[src/rtl/lacm_pkg.sv]
`default_nettype none
package lacm_pkg;

  localparam int unsigned TRACKED_ENTRIES = 64;
  localparam int unsigned ADDRESS_BITS    = 48;
  localparam int unsigned AGE_W           = 5;

  localparam logic [AGE_W-1:0] AGE_MAX     = 5'd31;
  localparam logic [AGE_W-1:0] ASSOC_RESET = 5'd4;

  typedef logic [ADDRESS_BITS-1:0] addr_t;
  typedef logic [AGE_W-1:0]        age_t;

  // Broadcast from the sequencer to every cell
  typedef struct packed {
    logic cmp_en;
    logic upd_en;
    logic cold;
    age_t prior_age;
    age_t assoc;
  } lacm_cmd_t;

endpackage
`default_nettype wire

[src/rtl/lacm_cell.sv]
`default_nettype none
module lacm_cell (
  input  wire logic                clk_i,
  input  wire logic                rst_ni,
  input  wire lacm_pkg::lacm_cmd_t cmd_i,
  input  wire lacm_pkg::addr_t     addr_i,
  input  wire logic                prev_valid_i,
  output logic                     valid_o,
  output lacm_pkg::age_t           age_o,
  output logic                     match_o
);
  import lacm_pkg::*;

  addr_t addr_q;
  logic  valid_q, match_q;
  age_t  age_q;
  logic  take_here, bump;

  // Entries fill in order, so the first free cell sits right after the last valid one
  assign take_here = cmd_i.cold ? (!valid_q && prev_valid_i) : match_q;
  assign bump = valid_q && (age_q != cmd_i.assoc) && (age_q != AGE_MAX) &&
                (cmd_i.cold || (age_q < cmd_i.prior_age));

  always_ff @(posedge clk_i or negedge rst_ni) begin
    if (!rst_ni) begin
      valid_q <= 1'b0;
      age_q   <= '0;
      match_q <= 1'b0;
    end else begin
      if (cmd_i.cmp_en) begin
        match_q <= valid_q && (addr_q == addr_i);
      end
      if (cmd_i.upd_en) begin
        if (take_here) begin
          valid_q <= 1'b1;
          age_q   <= '0;
        end else if (bump) begin
          age_q <= age_q + 1'b1;
        end
      end
    end
  end

  always_ff @(posedge clk_i) begin
    if (cmd_i.upd_en && cmd_i.cold && !valid_q && prev_valid_i) begin
      addr_q <= addr_i;
    end
  end

  assign valid_o = valid_q;
  assign age_o   = age_q;
  assign match_o = match_q;

endmodule
`default_nettype wire

[config.mk]
export PLATFORM = sky130hd
export DESIGN_NAME = lacm_cell
export DESIGN_NICKNAME = d
export VERILOG_FILES = /design/src/rtl/lacm_pkg.sv /design/src/rtl/lacm_cell.sv
export SDC_FILE = /design/constraint.sdc
export NUM_CORES = 1
export LEC_CHECK = 0
export BUFFER_PORTS_ARGS = -buffer_cell sky130_fd_sc_hd__buf_2
export CAP_MARGIN = 30
export CORE_MARGIN = 2
export CORE_UTILIZATION = 56
export CTS_CLUSTER_SIZE = 14
export DETAILED_ROUTE_END_ITERATION = 8
export HOLD_SLACK_MARGIN = 0.08
export PLACE_DENSITY = 0.85
export SLEW_MARGIN = 20
export SYNTH_ARGS = -nofsm -noshare
export SYNTH_HDL_FRONTEND = slang
export SYNTH_SLANG_ARGS = --single-unit
[constraint.sdc]
create_clock -name clk_i -period 6.4 [get_ports clk_i]
set_input_delay 0.96 -clock clk_i [delete_from_list [all_inputs] [get_ports clk_i]]
set_output_delay 0.96 -clock clk_i [all_outputs]
set_load 0.01 [all_outputs]
Word level (Yosys, flattened, before mapping):

Cells that the tools add are included.

* flip-flop bits (word level): 55
* input bits: 64
* logic and storage cells: 25

* add/sub/neg operators: 1
* order comparisons: 1
* equality and inequality tests: 3
* muxes and demuxes: 3
* reduce and logical (&&, ||, !) cells: 13

Operators with widths (count)
* == test 48 bit: 1
* 2-to-1 mux 5 bit: 2
* logical AND 1 bit: 8
* adder 5 x 1 -> 5 bit, second input constant: 1
* less-than comparator 5 bit: 1
* inequality test 5 bit: 1
* inequality test 5 bit, second input constant: 1
* AND reduction 2 bit: 2
* nonzero test 2 bit: 1
* zero test 1 bit: 1
* logical OR 1 bit: 1
* 2-to-1 mux 1 bit: 1

Longest topological paths before layout:

Gate-level depths: netlist (run 1).

* depth in word-level cells: 6
* mapped depth: 9

Least setup slack after synthesis (run 1):

Ideal clock, no wire load.

* path type: input to register
* start: input prev_valid_i
* end: register age_q[2], in the netlist age_o[2]
* setup time: 0.136 ns
* arrival: 2.846 ns
* required time: 6.264 ns
* path slack: 3.418 ns
* cell stages on the path: 5
* buffers on the path: 0
* path through: and4b_1 a31oi_1 a31oi_1 o21a_1 o211ai_1

* longest elaborated chain between the ends: 4
* elaborated cells on any way between the ends: 5
* those cells by class: mux: 2; reduce/logical: 3

Ends and longest elaborated chain
* from (decl): RTL line lacm_cell.sv:7 `input wire logic prev_valid_i,`
* logical AND 1 bit (*): RTL line lacm_cell.sv:20 `assign take_here = cmd_i.cold ? (!valid_q && prev_valid_i) : match_q;`
* 2-to-1 mux 1 bit (*): RTL line lacm_cell.sv:20
* nonzero test 2 bit (no line)
* AND reduction 2 bit (no line)
* to (signal assigned): RTL line lacm_cell.sv:38 `age_q <= age_q + 1'b1;`
* to (decl): RTL line lacm_cell.sv:16 `age_t age_q;`

Mark *: on every way between the ends. The rest lies on a longest branch, timed or not.
A chain may end at the register's enable or synchronous reset.

Final worst setup path (run 1):

* start: input cmd_i[7] (netlist bit)
* end: register age_q[3], in the netlist age_o[3]

* longest elaborated chain between the ends: 5

Ends and longest elaborated chain
* from (decl): RTL line lacm_cell.sv:5 `input wire lacm_pkg::lacm_cmd_t cmd_i,`
* less-than comparator 5 bit: RTL line lacm_cell.sv:22 `(cmd_i.cold || (age_q < cmd_i.prior_age));`
* logical OR 1 bit: RTL line lacm_cell.sv:22
* logical AND 1 bit: RTL line lacm_cell.sv:21 `assign bump = valid_q && (age_q != cmd_i.assoc) && (age_q != AGE_MAX) &&`
* nonzero test 2 bit (no line)
* AND reduction 2 bit (no line)

Every way passes these cells.

==> results of run 1 <==
-- worst min path at each step --
| stage | startpoint | endpoint | slack, ps |
|---|---|---|---|
| 3_5_place_dp | valid_o$_DFFE_PN0P_ | valid_o$_DFFE_PN0P_ | 540 |
| 6_report | rst_ni | match_o$_DFFE_PN0P_ | 470 |
| 4_1_cts | rst_ni | match_o$_DFFE_PN0P_ | 470 |
| 2_1_floorplan | valid_o$_DFFE_PN0P_ | valid_o$_DFFE_PN0P_ | 530 |
| 5_1_grt | rst_ni | valid_o$_DFFE_PN0P_ | 460 |
| 3_3_place_gp | valid_o$_DFFE_PN0P_ | valid_o$_DFFE_PN0P_ | 520 |
-- stage by stage --
stage          hold slack, ps  std cells  instance area [µm²]  util (%)  setup slack (ps)
2_1_floorplan           533.9        175                 2574         -              3418
3_3_place_gp            520.1        297                 2990     68.21              3574
3_5_place_dp            541.3        298                 3010     68.66              3912
4_1_cts                 465.6        306                 3105     70.83              4232
5_1_grt                 461.0        306                 3105     70.83              4142
6_report                468.3        306                 3105     70.83              4236
-- metal layers --
metal / up-vias / share of wire [%] / track usage [%]
met5: - / 0 / 0
met4: 0 / 1.2 / 7.128
met3: 7 / 5.8 / 4.923
met2: 51 / 51 / 33.13
met1: 788 / 42 / 21.99
li1: 803 / - / -
-- layout by cell type, fill, tap and decap left out, types with 3 or more instances in the layout --
master,n
dfrtp_1,7
nor3_1,3
buf_2,70
clkbuf_8,6
xor2_1,36
a31oi_1,3
ha_1,6
xnor2_1,18
nand4_1,7
edfxtp_1,48
inv_1,12
nor4_1,8
-- area by class of cell --
| cell class | count | area [µm²] | share of cell area [%] |
|---|---|---|---|
| sequential | 55 | 1617 | 52.05 |
| clock buffer | 7 | 86.33 | 2.780 |
| multi-input combinational | 108 | 913.4 | 29.41 |
| inverter | 12 | 45.04 | 1.450 |
| clock inverter | 1 | 8.758 | 0.2820 |
| timing repair buffer | 71 | 370.4 | 11.93 |
| tap | 52 | 65.06 | 2.095 |
-- critical path, cell delays in order --
cell       delay, ps
buf_2             70
inv_1             30
ha_1             330
a21oi_4          140
o21ai_2           90
a2111oi_4        420
o21ai_2          150
o22ai_2          190
-- synth_stat cells --
| master | instances | area [µm²] |
|---|---|---|
| a21boi_1 | 1 | 7.510 |
| ha_1 | 6 | 75.07 |
| nand2b_1 | 1 | 6.260 |
| dfrtp_1 | 7 | 175.2 |
| o21ai_2 | 2 | 17.52 |
| a21oi_4 | 1 | 16.27 |
| xnor2_1 | 18 | 157.7 |
| and4b_1 | 1 | 10.01 |
| and3b_1 | 1 | 8.760 |
| o2111ai_1 | 2 | 17.52 |
| o22ai_1 | 2 | 12.51 |
| a2111oi_4 | 1 | 27.53 |
| o31ai_1 | 2 | 15.01 |
| mux2i_1 | 1 | 10.01 |
| nor3_1 | 3 | 15.01 |
| mux2_2 | 1 | 11.26 |
| nand3_1 | 1 | 5.000 |
| o211ai_1 | 1 | 7.510 |
| a31oi_1 | 3 | 18.77 |
| edfxtp_1 | 48 | 1441 |
| o21a_1 | 1 | 7.510 |
| a21o_1 | 2 | 15.01 |
| inv_1 | 12 | 45.04 |
| o22ai_2 | 1 | 12.51 |
| nor2_1 | 1 | 3.750 |
| xor2_1 | 36 | 315.3 |
| nor2b_2 | 1 | 8.760 |
| nand2_1 | 2 | 7.510 |
| nand4_1 | 7 | 43.79 |
| a311oi_1 | 1 | 8.760 |
| nor4_1 | 8 | 50.05 |
-- flip-flops by register name, summed over array words and instances (netlist names) --
name	cells
addr_q	48
age_o	5
match_o	1
valid_o	1
-- kinds of logic (layout without fill, tap and decap cells) --
family / Yosys count / in the layout / share of synthesized area (%)
xor+xnor: 54 / 54 / 18.38
mux: 2 / 2 / 0.8264
flops: 55 / 55 / 62.81
simple gates: 26 / 26 / 6.174
compound gates: 20 / 20 / 7.147
fa+ha+maj: 6 / 6 / 2.917
buf+inv: 12 / 91 / 1.750
-- power by group through the flow --
stage                     Sequential [µW]  Combinational [µW]  Clock (µW)
after detailed placement              441                 207           0
after global routing                  437                 229         212
after global placement                441                 198           0
after floorplan                       442                 133           0
after CTS                             433                 208         200
final                                 432                 207         194
==> metrics.cfg, run 1 <==
[status]
status = completed

[yosys]
ys_ff_latch = 55
synth_fp_nets = 245
synth-warning-count = 0
seq_area_frac_synth_pct = 62.81
synth_cells = 175
ys_types = 31
syn_area_um2 = 2574
syn_avg_cell_area_um2 = 14.71

[finish]
fill_cells = 320
drive_above_1_share_pct = 33.86
fin_nets = 323
num_antenna_cells = 0
area.growth.synth_to_final_pct = 20.66

[timing]
skew_ps = 8.534
rsz0062_at_grt = no
post-route-min-period_ps = 2164
finalSetupViolCount = 0
final.setup.tns_ps = 0
timing_max_transition_violations_final = 0
finalHoldViolations = 0
max_freq_ghz = 0.4621
max-slew-margin-rel_pct = 66.91
worst_pin_slew_ps = 492.1
post-route-period-util_pct = 33.81

[clock_network]
root_buffer = clkbuf_8
h-tree-depth = 2
post_cts_resized = 0
insertion_delay_ps = 300
clock_path_buffers = 2
post_cts.repair.setup_buffers = 0
holdBufCountCts = 0
cts_num_sinks = 55
clkSlewWorstSetupHoldPaths_ps = 100
cts_buffers = 5
cts_tree = done

[setup_path]
critPathLaunchType = input pin
crit_start = cmd_i[7]
rr_endpoint = age_o[2]$_DFFE_PN0P_
endpoint_kind = flop
worst-endpoint-required_ps = 6620
critPathKind = in2reg
r2r-start = age_o[0]$_DFFE_PN0P_
cp.arrival_ps = 2390
critPathMaxFanout = 4
crit_end = age_o[3]$_DFFE_PN0P_
rrSetupSlack_ps = 4400
rr_worst_depth = 9

[drt]
routedWlPerCell_um = 14.79
vias = 1649
viasPerCell = 5.389
dr.pass1.iters = 4
drtAntennaViolNets = 0
drc = 0
drt-initial-drc-count = 55
drt_wl_total_mm = 4.525

[power]
p_seq_share_pct = 51.8
fin_total_pwr_uw = 833.8
p_clk_share_pct = 23.3
p_switching_uw = 241.4
p_leak_uw = 0.001240
peakVddDrop_uv = 177.8
pwr-share-comb_pct = 24.9
internal_power_uw = 592.4
p_sw_share_pct = 28.96
powerDensity_nw_per_um2 = 268.5

[place]
port_buffers = 70
hpwl_mm = 3.564
gp_congestion = 0.7926

[global_routing]
overflow = 0
grt_pass1_vias = 1655
grt_max_degree = 37
grt_antenna_before_repair = 0
grt_pass1_wl_mm = 7.396
grt_use_total_pct = 18.79

[die]
io_pins = 71
dieArea_um2 = 5155
die_y_um = 71.80
die_x_um = 71.80
num_rows = 24
core-area_um2 = 4384
start_util_pct = 58.70

[min_path]
worstHoldPathType = in2async

[run]
drv_cap = 0

Power figures use the tool's default switching activity.
==> run 2, diff against run 1 <==
Settings changed: ABC_AREA set to 1, CORE_UTILIZATION 56 to 53, PLACE_DENSITY 0.85 to 0.79.
Clock period 6.4 ns to 2.05 ns, I/O delays scaled along.
==> run 2 against run 1 <==
Against the previous run:
- synthesized cell count up 99%
- global-route usage about the same
- worst setup slack worse by 3800 ps
- first-iteration DRC count up 89%
- cell count up 63%
- sequential power rose to 3.1 times the previous value
- non-clock buffer count up 1
- routed wire length up 17%
- power rose to 3.1 times the previous value
- flip-flop and latch count unchanged
- largest power group unchanged
==> metrics.cfg, run 2 <==
[global_routing]
grt_pass1_wl_mm = 9.032
grt_antenna_before_repair = 0
grt_use_total_pct = 18.83
grt_pass1_vias = 2202
overflow = 0
grt_max_degree = 49

[yosys]
synth-warning-count = 0
synth_area_leaders = edfxtp_1 (49%), nand2_1 (15%), inv_1 (8.4%), nor2_1 (6.5%), dfrtp_1 (6.0%)
ys_ff_latch = 55
yosys.area.top_type = edfxtp_1
yosysMostFrequentCell = nand2_1
ys_types = 22
synth_fp_nets = 419
synth_top_area_share_pct = 49.06
synth_common_cells = nand2_1 (120), inv_1 (66), nor2_1 (51)
synth-main-ff-cell = edfxtp_1
syn_area_um2 = 2938
syn_avg_cell_area_um2 = 8.418
seq_area_frac_synth_pct = 55.03
synth_cells = 349
async_flop_share_pct = 12.73
synth_edf_count = 48

[clock_network]
root_buffer = clkbuf_8
cts_buffers = 5
clock_path_buffers = 2
post_cts_resized = 0
clkSlewWorstSetupHoldPaths_ps = 90
insertion_delay_ps = 300
post_cts.repair.setup_buffers = 0
cts_num_sinks = 55
h-tree-depth = 2
holdBufCountCts = 1
cts_tree = done

[finish]
fin_nets = 498
area.sequential_um2 = 1617
final_cell_mix = nand2_1 (120), buf_2 (70), inv_1 (66)
area.growth.synth_to_final_pct = 19.76
multi_input_area_um2 = 1055
fill_cells = 475
regMostFlops = addr_q
num_antenna_cells = 0
final_common_cell = nand2_1
drive_above_1_share_pct = 21.03
largest_reg_flops = 48

[drt]
drt-initial-drc-count = 104
m1WireLength_mm = 2.409
wl_met2_mm = 2.562
drt_wl_total_mm = 5.304
top_layer_used = met4
routedWlPerCell_um = 10.61
viasPerCell = 4.528
vias = 2264
drtAntennaViolNets = 0
dr.pass1.iters = 4
drc = 0
met3_length_um = 250

[power]
pwr-share-comb_pct = 21.3
p_switching_uw = 711.7
peakVddDrop_uv = 483.9
p_leak_uw = 0.001793
p_seq_share_pct = 52.1
p_clk_share_pct = 26.5
p_sw_share_pct = 27.56
powerDensity_nw_per_um2 = 733.8
internal_power_uw = 1870

[timing]
final.setup.tns_ps = 0
skew_ps = 5.621
max_freq_ghz = 0.6036
post-route-min-period_ps = 1657
setup_slack_ps = 393.2
finalHoldViolations = 0
rsz0062_at_grt = no
post-route-period-util_pct = 80.82
worst_pin_slew_ps = 264.0
max-slew-margin-rel_pct = 82.40
finalSetupViolCount = 0
timing_max_transition_violations_final = 0

[setup_path]
cp.arrival_ps = 1900
critPathLaunchType = flop
critPathMaxFanout = 7
critPathKind = reg2reg
endpoint_kind = flop
worst-endpoint-required_ps = 2290

[place]
pre_cts_ws_ps = 409.3
gp_congestion = 0.7986
hpwl_mm = 4.071
port_buffers = 70

[min_path]
worstHoldPathType = in2reg

[die]
die_y_um = 78.45
io_pins = 71
dieArea_um2 = 6154
num_rows = 27
core-area_um2 = 5439
start_util_pct = 54.01
die_x_um = 78.45

[status]
status = completed

[run]
drv_cap = 0

## run 2: cells by family (layout without fill, tap and decap cells)
family,after synthesis,in the layout,synth area share [%]
AOI/OAI and AO/OA,13,13,2.342
and+or+nand+nor,188,188,26.58
xor gates and xnor gates,14,14,4.174
buffers and inverters,73,152,9.327
adders and majority gates,6,6,2.555
DFF,55,55,55.03
## run 2: worst max-delay path, cell delays in order (launching register included)
cell,delay (ps)
dfrtp_1,460
ha_1,240
nand2_1,80
nor2_1,50
ha_1,200
nor3_4,220
nand3_4,140
nand2_4,100
nand2_1,50
nand2_1,60
## run 2: power groups by stage
| stage | combinational (µW) | clock, µW | sequential [µW] |
|---|---|---|---|
| after floorplan | 336 | 0 | 1380 |
| after global placement | 533 | 0 | 1370 |
| after detailed placement | 548 | 0 | 1370 |
| after CTS | 552 | 704 | 1350 |
| after global routing | 642 | 736 | 1360 |
| final | 550 | 685 | 1350 |
## run 2: worst paths after layout
kind,from,end,slack [ps],cells after the start
max,age_o[0]$_DFFE_PN0P_,age_o[1]$_DFFE_PN0P_,390,9
min,addr_i[29],addr_q[29]$_DFFE_PP_,190,1
max reg2reg,age_o[0]$_DFFE_PN0P_,age_o[1]$_DFFE_PN0P_,390,9
min reg2reg,match_o$_DFFE_PN0P_,match_o$_DFFE_PN0P_,540,2
max in group asynchronous,rst_ni,match_o$_DFFE_PN0P_,1520,2
min in group asynchronous,rst_ni,age_o[1]$_DFFE_PN0P_,370,2
## run 2: cell type report
class	count	share of cell area (%)
Sequential cell	55	45.95
Multi-Input combinational cell	221	29.98
Timing Repair Buffer	72	10.81
Inverter	73	7.788
Tap cell	72	2.560
Clock buffer	6	2.063
Clock inverter	1	0.8535
## run 2: stage by stage
stage / util, % / instance area [µm²] / total power (µW) / hold WS [ps] / std cells
2_1_floorplan: - / 2945 / 1714 / 11.91 / 349
3_3_place_gp: 62.62 / 3406 / 1900 / 153.6 / 492
3_5_place_dp: 62.62 / 3406 / 1920 / 156.2 / 492
4_1_cts: 64.69 / 3518 / 2603 / 183.7 / 500
5_1_grt: 64.69 / 3518 / 2734 / 177.3 / 500
6_report: 64.69 / 3518 / 2582 / 190.4 / 500
## run 2: per-layer routing
metal  vias up  GRT usage [%]
met1       985          23.03
met3         6          3.793
met4         0          7.193
met5         -              0
met2        50          32.84
li1       1223              -
